### src/b64d_pkg.sv
// Shared types, constants and functions of the base64 stream decoder.
`timescale 1ns / 1ps
package b64d_pkg;

  localparam int COUNT_BITS = 24;
  localparam int COUNT_FIELD_W = 24;
  localparam int QUEUE_DEPTH = 4;
  localparam int QPTR_W = $clog2(QUEUE_DEPTH);
  localparam int TDATA_IN_W = 8;
  localparam int TDATA_OUT_W = 40;

  localparam logic [7:0] PAD_CHAR = 8'h3D;
  localparam logic [COUNT_BITS-1:0] COUNT_MAX = {COUNT_BITS{1'b1}};

  localparam logic KIND_DATA = 1'b0;
  localparam logic KIND_STATUS = 1'b1;
  localparam logic STATUS_OK = 1'b0;
  localparam logic STATUS_ERROR = 1'b1;

  typedef struct packed {
    logic                     is_status;
    logic                     status;
    logic [1:0]               nbytes;
    logic [COUNT_FIELD_W-1:0] word;
  } b64d_cmd_t;

  typedef struct packed {
    logic      push;
    b64d_cmd_t cmd;
  } b64d_push_t;

  typedef struct packed {
    logic      valid;
    b64d_cmd_t cmd;
  } b64d_head_t;

  // Bit 6 set marks a character outside the alphabet.
  function automatic logic [6:0] sextet_of(input logic [7:0] c);
    logic [6:0] s;
    s = 7'd64;
    if (c >= 8'h41 && c <= 8'h5A) begin
      s = 7'(c - 8'h41);
    end else if (c >= 8'h61 && c <= 8'h7A) begin
      s = 7'(c - 8'h61 + 8'd26);
    end else if (c >= 8'h30 && c <= 8'h39) begin
      s = 7'(c - 8'h30 + 8'd52);
    end else if (c == 8'h2B) begin
      s = 7'd62;
    end else if (c == 8'h2F) begin
      s = 7'd63;
    end
    return s;
  endfunction

  function automatic logic [COUNT_FIELD_W-1:0] count_field(input logic [COUNT_BITS-1:0] t);
    logic [31:0] w;
    w = 32'(t);
    return w[COUNT_FIELD_W-1:0];
  endfunction

endpackage

### src/base64_stream_decoder.sv
// Top level of the base64 stream decoder.
// Path: a character or terminator transfer goes from the front into the command queue,
// then from the queue into the output register, which presents the result transfer.
// Throughput: one input transfer per cycle while the four-entry command queue has room;
// one result transfer per cycle at the output register while m_tready is held, up to three per group.
// Reset (rst, synchronous): clears group state, byte count, queue and output valid.
`timescale 1ns / 1ps
module base64_stream_decoder (
  input  logic                                clk,
  input  logic                                rst,
  input  logic                                s_tvalid,
  output logic                                s_tready,
  input  logic [b64d_pkg::TDATA_IN_W-1:0]     s_tdata,   // [7:0] ch
  input  logic                                s_tlast,   // is_end
  output logic                                m_tvalid,
  input  logic                                m_tready,
  output logic [b64d_pkg::TDATA_OUT_W-1:0]    m_tdata,   // [7:0] out_byte, [8] status,
                                                         // [32:9] byte_count, [39:33] zero
  output logic                                m_tuser,   // kind
  output logic                                m_tlast    // run_last
);

  b64d_pkg::b64d_push_t push;
  b64d_pkg::b64d_head_t head;
  logic                 full;
  logic                 pop;
  logic                 in_fire;

  assign s_tready = !full;
  assign in_fire = s_tvalid && s_tready;

  b64d_front u_front (
    .clk      (clk),
    .rst      (rst),
    .in_fire  (in_fire),
    .ch       (s_tdata),
    .is_end   (s_tlast),
    .push_out (push)
  );

  b64d_queue u_queue (
    .clk     (clk),
    .rst     (rst),
    .push_in (push),
    .pop     (pop),
    .full    (full),
    .head    (head)
  );

  b64d_back u_back (
    .clk      (clk),
    .rst      (rst),
    .head     (head),
    .pop      (pop),
    .m_tvalid (m_tvalid),
    .m_tready (m_tready),
    .m_tdata  (m_tdata),
    .m_tuser  (m_tuser),
    .m_tlast  (m_tlast)
  );

endmodule

### src/b64d_front.sv
// Front part: accepts characters, tracks group state and issues decode commands.
`timescale 1ns / 1ps
module b64d_front (
  input  logic                   clk,
  input  logic                   rst,
  input  logic                   in_fire,
  input  logic [7:0]             ch,
  input  logic                   is_end,
  output b64d_pkg::b64d_push_t   push_out
);

  logic [17:0]                     group_bits, group_bits_next;
  logic [1:0]                      group_pos, group_pos_next;
  logic                            pad_seen, pad_seen_next;
  logic                            stopped, stopped_next;
  logic                            failed, failed_next;
  logic [b64d_pkg::COUNT_BITS-1:0] total, total_next;
  logic [b64d_pkg::COUNT_BITS:0]   sum;
  logic [6:0]                      sx;
  logic                            sx_ok;
  logic                            is_pad;
  logic [1:0]                      nb;
  b64d_pkg::b64d_push_t            push_next;

  always_comb begin
    sx = b64d_pkg::sextet_of(ch);
    sx_ok = !sx[6];
    is_pad = (ch == b64d_pkg::PAD_CHAR);
    group_bits_next = group_bits;
    group_pos_next = group_pos;
    pad_seen_next = pad_seen;
    stopped_next = stopped;
    failed_next = failed;
    total_next = total;
    nb = 2'd3;
    sum = '0;
    push_next = '0;
    if (in_fire) begin
      if (is_end) begin
        push_next.push = 1'b1;
        push_next.cmd.is_status = b64d_pkg::KIND_STATUS;
        push_next.cmd.status = (failed || group_pos != 2'd0) ? b64d_pkg::STATUS_ERROR
                                                              : b64d_pkg::STATUS_OK;
        push_next.cmd.word = b64d_pkg::count_field(total);
        group_bits_next = '0;
        group_pos_next = '0;
        pad_seen_next = 1'b0;
        stopped_next = 1'b0;
        failed_next = 1'b0;
        total_next = '0;
      end else if (!stopped && !failed) begin
        case (group_pos)
          2'd0: begin
            if (sx_ok) begin
              group_bits_next = {12'd0, sx[5:0]};
              pad_seen_next = 1'b0;
              group_pos_next = 2'd1;
            end else if (is_pad) begin
              failed_next = 1'b1;
            end else begin
              stopped_next = 1'b1;
            end
          end
          2'd1: begin
            if (sx_ok) begin
              group_bits_next = {group_bits[11:0], sx[5:0]};
              group_pos_next = 2'd2;
            end else begin
              failed_next = 1'b1;
            end
          end
          2'd2: begin
            if (is_pad) begin
              pad_seen_next = 1'b1;
              group_bits_next = {group_bits[11:0], 6'd0};
              group_pos_next = 2'd3;
            end else if (sx_ok) begin
              group_bits_next = {group_bits[11:0], sx[5:0]};
              group_pos_next = 2'd3;
            end else begin
              failed_next = 1'b1;
            end
          end
          default: begin
            if (is_pad || (sx_ok && !pad_seen)) begin
              if (is_pad) begin
                nb = pad_seen ? 2'd1 : 2'd2;
              end
              push_next.push = 1'b1;
              push_next.cmd.is_status = b64d_pkg::KIND_DATA;
              push_next.cmd.status = b64d_pkg::STATUS_OK;
              push_next.cmd.nbytes = nb;
              push_next.cmd.word = {group_bits, (is_pad ? 6'd0 : sx[5:0])};
              sum = {1'b0, total} + (b64d_pkg::COUNT_BITS + 1)'(nb);
              total_next = sum[b64d_pkg::COUNT_BITS] ? b64d_pkg::COUNT_MAX
                                                     : sum[b64d_pkg::COUNT_BITS-1:0];
              group_bits_next = '0;
              group_pos_next = '0;
              pad_seen_next = 1'b0;
            end else begin
              failed_next = 1'b1;
            end
          end
        endcase
      end
    end
  end

  always_ff @(posedge clk) begin
    if (rst) begin
      group_bits <= '0;
      group_pos <= '0;
      pad_seen <= 1'b0;
      stopped <= 1'b0;
      failed <= 1'b0;
      total <= '0;
    end else begin
      group_bits <= group_bits_next;
      group_pos <= group_pos_next;
      pad_seen <= pad_seen_next;
      stopped <= stopped_next;
      failed <= failed_next;
      total <= total_next;
    end
  end

  assign push_out = push_next;

endmodule

### src/b64d_queue.sv
// Short command queue between the front and back parts.
`timescale 1ns / 1ps
module b64d_queue (
  input  logic                 clk,
  input  logic                 rst,
  input  b64d_pkg::b64d_push_t push_in,
  input  logic                 pop,
  output logic                 full,
  output b64d_pkg::b64d_head_t head
);

  b64d_pkg::b64d_cmd_t         slots [b64d_pkg::QUEUE_DEPTH];
  logic [b64d_pkg::QPTR_W-1:0] wr_ptr;
  logic [b64d_pkg::QPTR_W-1:0] rd_ptr;
  logic [b64d_pkg::QPTR_W:0]   count;
  logic                        do_pop;

  assign full = (count == (b64d_pkg::QPTR_W + 1)'(b64d_pkg::QUEUE_DEPTH));
  assign head.valid = (count != '0);
  assign head.cmd = slots[rd_ptr];
  assign do_pop = pop && head.valid;

  always_ff @(posedge clk) begin
    if (push_in.push) begin
      slots[wr_ptr] <= push_in.cmd;
    end
  end

  always_ff @(posedge clk) begin
    if (rst) begin
      wr_ptr <= '0;
      rd_ptr <= '0;
      count <= '0;
    end else begin
      if (push_in.push) begin
        wr_ptr <= wr_ptr + 1'b1;
      end
      if (do_pop) begin
        rd_ptr <= rd_ptr + 1'b1;
      end
      if (push_in.push && !do_pop) begin
        count <= count + 1'b1;
      end else if (!push_in.push && do_pop) begin
        count <= count - 1'b1;
      end
    end
  end

  a_count_bound: assert property (@(posedge clk) disable iff (rst)
    count <= (b64d_pkg::QPTR_W + 1)'(b64d_pkg::QUEUE_DEPTH))
    else $error("queue count beyond depth");

  a_no_push_full: assert property (@(posedge clk) disable iff (rst)
    !(push_in.push && full))
    else $error("push into full queue");

  a_count_up: assert property (@(posedge clk) disable iff (rst)
    (push_in.push && !do_pop) |=> (count == $past(count) + 1'b1))
    else $error("queue count did not advance on push");

endmodule

### src/b64d_back.sv
// Back part: expands queued commands into result transfers through an output register.
`timescale 1ns / 1ps
module b64d_back (
  input  logic                                clk,
  input  logic                                rst,
  input  b64d_pkg::b64d_head_t                head,
  output logic                                pop,
  output logic                                m_tvalid,
  input  logic                                m_tready,
  output logic [b64d_pkg::TDATA_OUT_W-1:0]    m_tdata,
  output logic                                m_tuser,
  output logic                                m_tlast
);

  logic [1:0] beat;
  logic       load;
  logic       last_beat;
  logic [7:0] sel_byte;

  assign load = head.valid && (!m_tvalid || m_tready);
  assign last_beat = head.cmd.is_status || (beat == head.cmd.nbytes - 2'd1);
  assign pop = load && last_beat;

  always_comb begin
    case (beat)
      2'd0:    sel_byte = head.cmd.word[23:16];
      2'd1:    sel_byte = head.cmd.word[15:8];
      default: sel_byte = head.cmd.word[7:0];
    endcase
  end

  always_ff @(posedge clk) begin
    if (rst) begin
      m_tvalid <= 1'b0;
      beat <= '0;
    end else begin
      if (load) begin
        m_tvalid <= 1'b1;
        beat <= last_beat ? 2'd0 : beat + 2'd1;
      end else if (m_tready) begin
        m_tvalid <= 1'b0;
      end
    end
  end

  always_ff @(posedge clk) begin
    if (load) begin
      m_tlast <= last_beat;
      m_tuser <= head.cmd.is_status;
      if (head.cmd.is_status) begin
        m_tdata <= {7'd0, head.cmd.word, head.cmd.status, 8'd0};
      end else begin
        m_tdata <= {7'd0, 24'd0, b64d_pkg::STATUS_OK, sel_byte};
      end
    end
  end

  a_beat_bound: assert property (@(posedge clk) disable iff (rst)
    beat <= 2'd2)
    else $error("beat index beyond three bytes");

  a_status_single: assert property (@(posedge clk) disable iff (rst)
    (head.valid && head.cmd.is_status) |-> (beat == 2'd0))
    else $error("status command started mid-group");

  a_pop_last: assert property (@(posedge clk) disable iff (rst)
    pop |=> (m_tvalid && m_tlast))
    else $error("command released without final transfer");

endmodule

### config.mk
export PLATFORM = sky130hd
export DESIGN_NAME = base64_stream_decoder
export DESIGN_NICKNAME = d
export VERILOG_FILES = /design/src/b64d_pkg.sv /design/src/base64_stream_decoder.sv /design/src/b64d_front.sv /design/src/b64d_queue.sv /design/src/b64d_back.sv
export SDC_FILE = /design/constraint.sdc
export NUM_CORES = 1
export LEC_CHECK = 0
export BUFFER_PORTS_ARGS = -buffer_cell sky130_fd_sc_hd__buf_2
export CAP_MARGIN = 20
export CORE_ASPECT_RATIO = 0.8
export CORE_MARGIN = 3
export CORE_UTILIZATION = 35
export DETAILED_ROUTE_END_ITERATION = 8
export REMOVE_ABC_BUFFERS = 1
export SKIP_LAST_GASP = 1
export SYNTH_ARGS = -nofsm -noshare
export SYNTH_HDL_FRONTEND = slang
export SYNTH_SLANG_ARGS = --single-unit
export TNS_END_PERCENT = 20
### constraint.sdc
create_clock -name clk -period 8 [get_ports clk]
set_input_delay 0.4 -clock clk [delete_from_list [all_inputs] [get_ports clk]]
set_output_delay 0.4 -clock clk [all_outputs]
set_load 0.02 [all_outputs]
==> flow_summary.json <==
{
  "slew_headroom": 0.359,
  "start_util": 0.358,
  "gp_congestion": 0.850,
  "peakVddDrop_v": 0.000155,
  "fin_skew_ns": 0.0155,
  "cts_root_buf": "clkbuf_16",
  "totalWireLength_um": 21200,
  "grt_first_pass_wirelength_um": 33300,
  "cts_buffers": 22,
  "via_per_inst": 5.32,
  "drv_cap": 0,
  "startpoint": "u_front.group_pos[0]",
  "cts.path.max_buffers": 3,
  "io_buffers": 49,
  "insertion_delay_ns": 0.50,
  "r2r_cells": 11,
  "drt-wirelength-per-cell_um": 18.5,
  "postCtsSetupRepairBufs": 0,
  "grt-ovfl-total": 0,
  "diodes": 0,
  "antenna_left": 0,
  "reg2reg_setup_slack_ns": 4.52,
  "r2r-start": "u_front.group_pos[0]",
  "vias": 6100,
  "synth_area_mm2": 0.00948,
  "fmax_mhz": 288,
  "crit_arrival_ns": 3.90,
  "worstSetupPathType": "reg -> reg",
  "path_clk_slew_ns": 0.06,
  "crit_path_end": "u_queue.count[2]",
  "ys_warn_count": 0,
  "row_count": 53,
  "crit_path_end_kind": "flop",
  "fin_crit_ns": 3.48,
  "critPathMaxStageDelay_ns": 0.54,
  "cpMaxStageDelayCell": "a21oi_4",
  "drt_iter0_markers": 465,
  "drive_above_1_share": 0.180,
  "rsz0062_at_grt": "false",
  "path_cells": "ha_1, nand4bb_1, nor3_1, a211oi_1, a21oi_4, ha_1, inv_1, fa_1, xor2_1, or3_1, a21oi_1",
  "crit_top_cell": "ha_1",
  "antenna_found_initial": 1,
  "worst_setup_path_start_kind": "flop",
  "power.total_mw": 3.01,
  "synth_seq_cells": 206,
  "fill_cells": 2479,
  "yosysSeqAreaShare": 0.590,
  "leakage_nw": 3.71,
  "fp.dieH_um": 153,
  "drc": 0,
  "powerDensity_mw_per_mm2": 280,
  "ys.flop_type": "edfxtp_1",
  "status": "finished, final reports clean",
  "synth_cell_types": 85,
  "syn_avg_cell_area_um2": 13.0,
  "die_area_mm2": 0.0291,
  "syn_inst": 727,
  "syn2layout_area_growth_pct": 13.4,
  "fin_nets": 809,
  "ios": 57,
  "cts_max_level": 1,
  "r2r-end": "u_queue.count[2]",
  "seqCellArea_mm2": 0.00560,
  "synth_edf_count": 147,
  "groute.usage.overall": 0.144,
  "multi_input_area_mm2": 0.00363,
  "cts_tree": "built",
  "async_reset_ff_frac": 0,
  "grt_pass1_vias": 5805,
  "setup-violations-final": 0,
  "min_from": "m_tready",
  "cp_max_fo": 19,
  "slew_viol_final": 0,
  "dp_hpwl_um": 14600,
  "cts.hold.buffers_added": 0,
  "hold_path.class": "in -> reg",
  "finalSetupTns_ns": 0,
  "die_w_um": 190,
  "utilization": 0.406,
  "cts_sinks": 206,
  "coreArea_mm2": 0.0265,
  "worstMarginPinSlew_ns": 0.960,
  "min_period_over_period": 0.435,
  "required_ns": 8.43,
  "grt_max_degree": 40,
  "cts_resized": 0,
  "hold_viol": 0,
  "drtPass1Iterations": 5
}
cell families (layout without fill, tap and decap cells):
| logic type | after synthesis | after routing | share of synthesized area |
|---|---|---|---|
| flip-flops | 206 | 206 | 0.590 |
| XOR/XNOR | 10 | 10 | 0.00923 |
| adder cells (fa/ha/maj) | 23 | 23 | 0.0319 |
| AND/OR/NAND/NOR | 224 | 224 | 0.132 |
| other | 1 | 7 | 0.000395 |
| AO/OA/AOI/OAI | 166 | 166 | 0.133 |
| multiplexers | 34 | 34 | 0.0728 |
| buffers and inverters | 63 | 119 | 0.0311 |
registers in the layout (all words and copies together) (netlist names), named ones only:
register            flops
u_queue.slots         112
u_back.m_tdata         33
u_front.total          24
u_front.group_bits     18
u_queue.count           3
u_back.beat             2
u_front.group_pos       2
u_queue.rd_ptr          2
u_queue.wr_ptr          2
u_back.m_tlast          1
u_back.m_tuser          1
u_back.m_tvalid         1
u_front.failed          1
u_front.pad_seen        1
u_front.stopped         1
worst min path at each step:
stage	end	slack [ns]	depth (start not counted)
global placement	u_front.group_bits[12]	0.46	1
finish	u_back.m_tvalid	0.22	4
global route	u_back.m_tvalid	0.23	4
floorplan	u_front.group_bits[2]	0.45	2
detailed placement	u_front.group_bits[15]	0.47	1
CTS	u_back.m_tvalid	0.20	4
through the flow:
stage / cells / worst slack (ns) / hold WS [ns] / area [um2]
finish: 1146 / 4.52 / 0.218 / 10800
global route: 1146 / 4.30 / 0.232 / 10800
CTS: 1146 / 4.55 / 0.196 / 10800
detailed placement: 1106 / 4.11 / 0.467 / 10100
global placement: 1106 / 4.21 / 0.462 / 10100
floorplan: 692 / 4.18 / 0.449 / 9290
cell usage after synthesis, types with 3 or more instances:
| library cell | n | area [um2] |
|---|---|---|
| inv_1 | 22 | 82.6 |
| and4_1 | 4 | 35.0 |
| and2_1 | 41 | 257 |
| o22ai_1 | 4 | 25.0 |
| mux4_2 | 28 | 631 |
| or2_1 | 3 | 18.8 |
| nor2b_1 | 5 | 31.3 |
| a31oi_1 | 8 | 50.1 |
| nand2b_1 | 5 | 31.3 |
| and3_1 | 4 | 25.0 |
| dfxtp_1 | 59 | 1180 |
| nand4_1 | 8 | 50.1 |
| edfxtp_1 | 147 | 4410 |
| or3_1 | 5 | 31.3 |
| ha_1 | 21 | 263 |
| nand2_1 | 41 | 154 |
| clkbuf_1 | 18 | 67.6 |
| a21oi_1 | 30 | 150 |
| buf_2 | 11 | 55.1 |
| nor2_1 | 51 | 191 |
| nor3_1 | 13 | 65.1 |
| a22oi_1 | 8 | 60.1 |
| or2_2 | 3 | 18.8 |
| o31ai_1 | 5 | 37.5 |
| o21ai_0 | 14 | 70.1 |
| xor2_1 | 4 | 35.0 |
| a311oi_1 | 8 | 70.1 |
| o21ai_1 | 3 | 15.0 |
| mux2i_1 | 6 | 60.1 |
| a31o_1 | 4 | 35.0 |
| nand3_1 | 18 | 90.1 |
| o211ai_1 | 10 | 75.1 |
| buf_4 | 8 | 60.1 |
| xnor2_1 | 6 | 52.6 |
| a21o_1 | 3 | 22.5 |
| a22o_1 | 34 | 298 |
final cells by class:
type | instances | area share
inverter | 22 | 0.00768
timing repair buffer | 57 | 0.0284
sequential | 206 | 0.521
clock buffer | 31 | 0.0562
tap | 357 | 0.0415
clock inverter | 9 | 0.00803
multi-input combinational | 464 | 0.338
power breakdown:
part	total (mW)	switching [mW]	internal, mW
registers	1.34	0.0377	1.30
logic	0.720	0.457	0.263
clock network	0.956	0.393	0.563
total	3.01	0.887	2.12
metal layers:
metal,track usage,vias up,wire (um)
li1,-,2900,-
met1,0.221,2966,10300
met4,0.0243,2,279
met3,0.0342,29,1630
met2,0.209,203,8990
met5,0,-,13
cell usage in the layout (no fill, tap or decap), types with 21 or more instances in the layout:
cell type / count
dfxtp_1: 58
nor2_1: 50
nand2_1: 41
and2_1: 41
clkbuf_16: 22
a22o_1: 34
mux4_2: 28
edfxtp_1: 147
ha_1: 21
inv_1: 22
buf_2: 49
a21oi_1: 29
worst max-delay path: cells and delay by family (launching register included):
kind	cells	cell delay, ns
buffers and inverters	1	0.06
AND/OR/NAND/NOR	3	0.98
flip-flops	1	0.40
adder cells (fa/ha/maj)	3	0.92
XOR/XNOR	1	0.18
AO/OA/AOI/OAI	3	0.88
(Power assumes the default switching activity.)
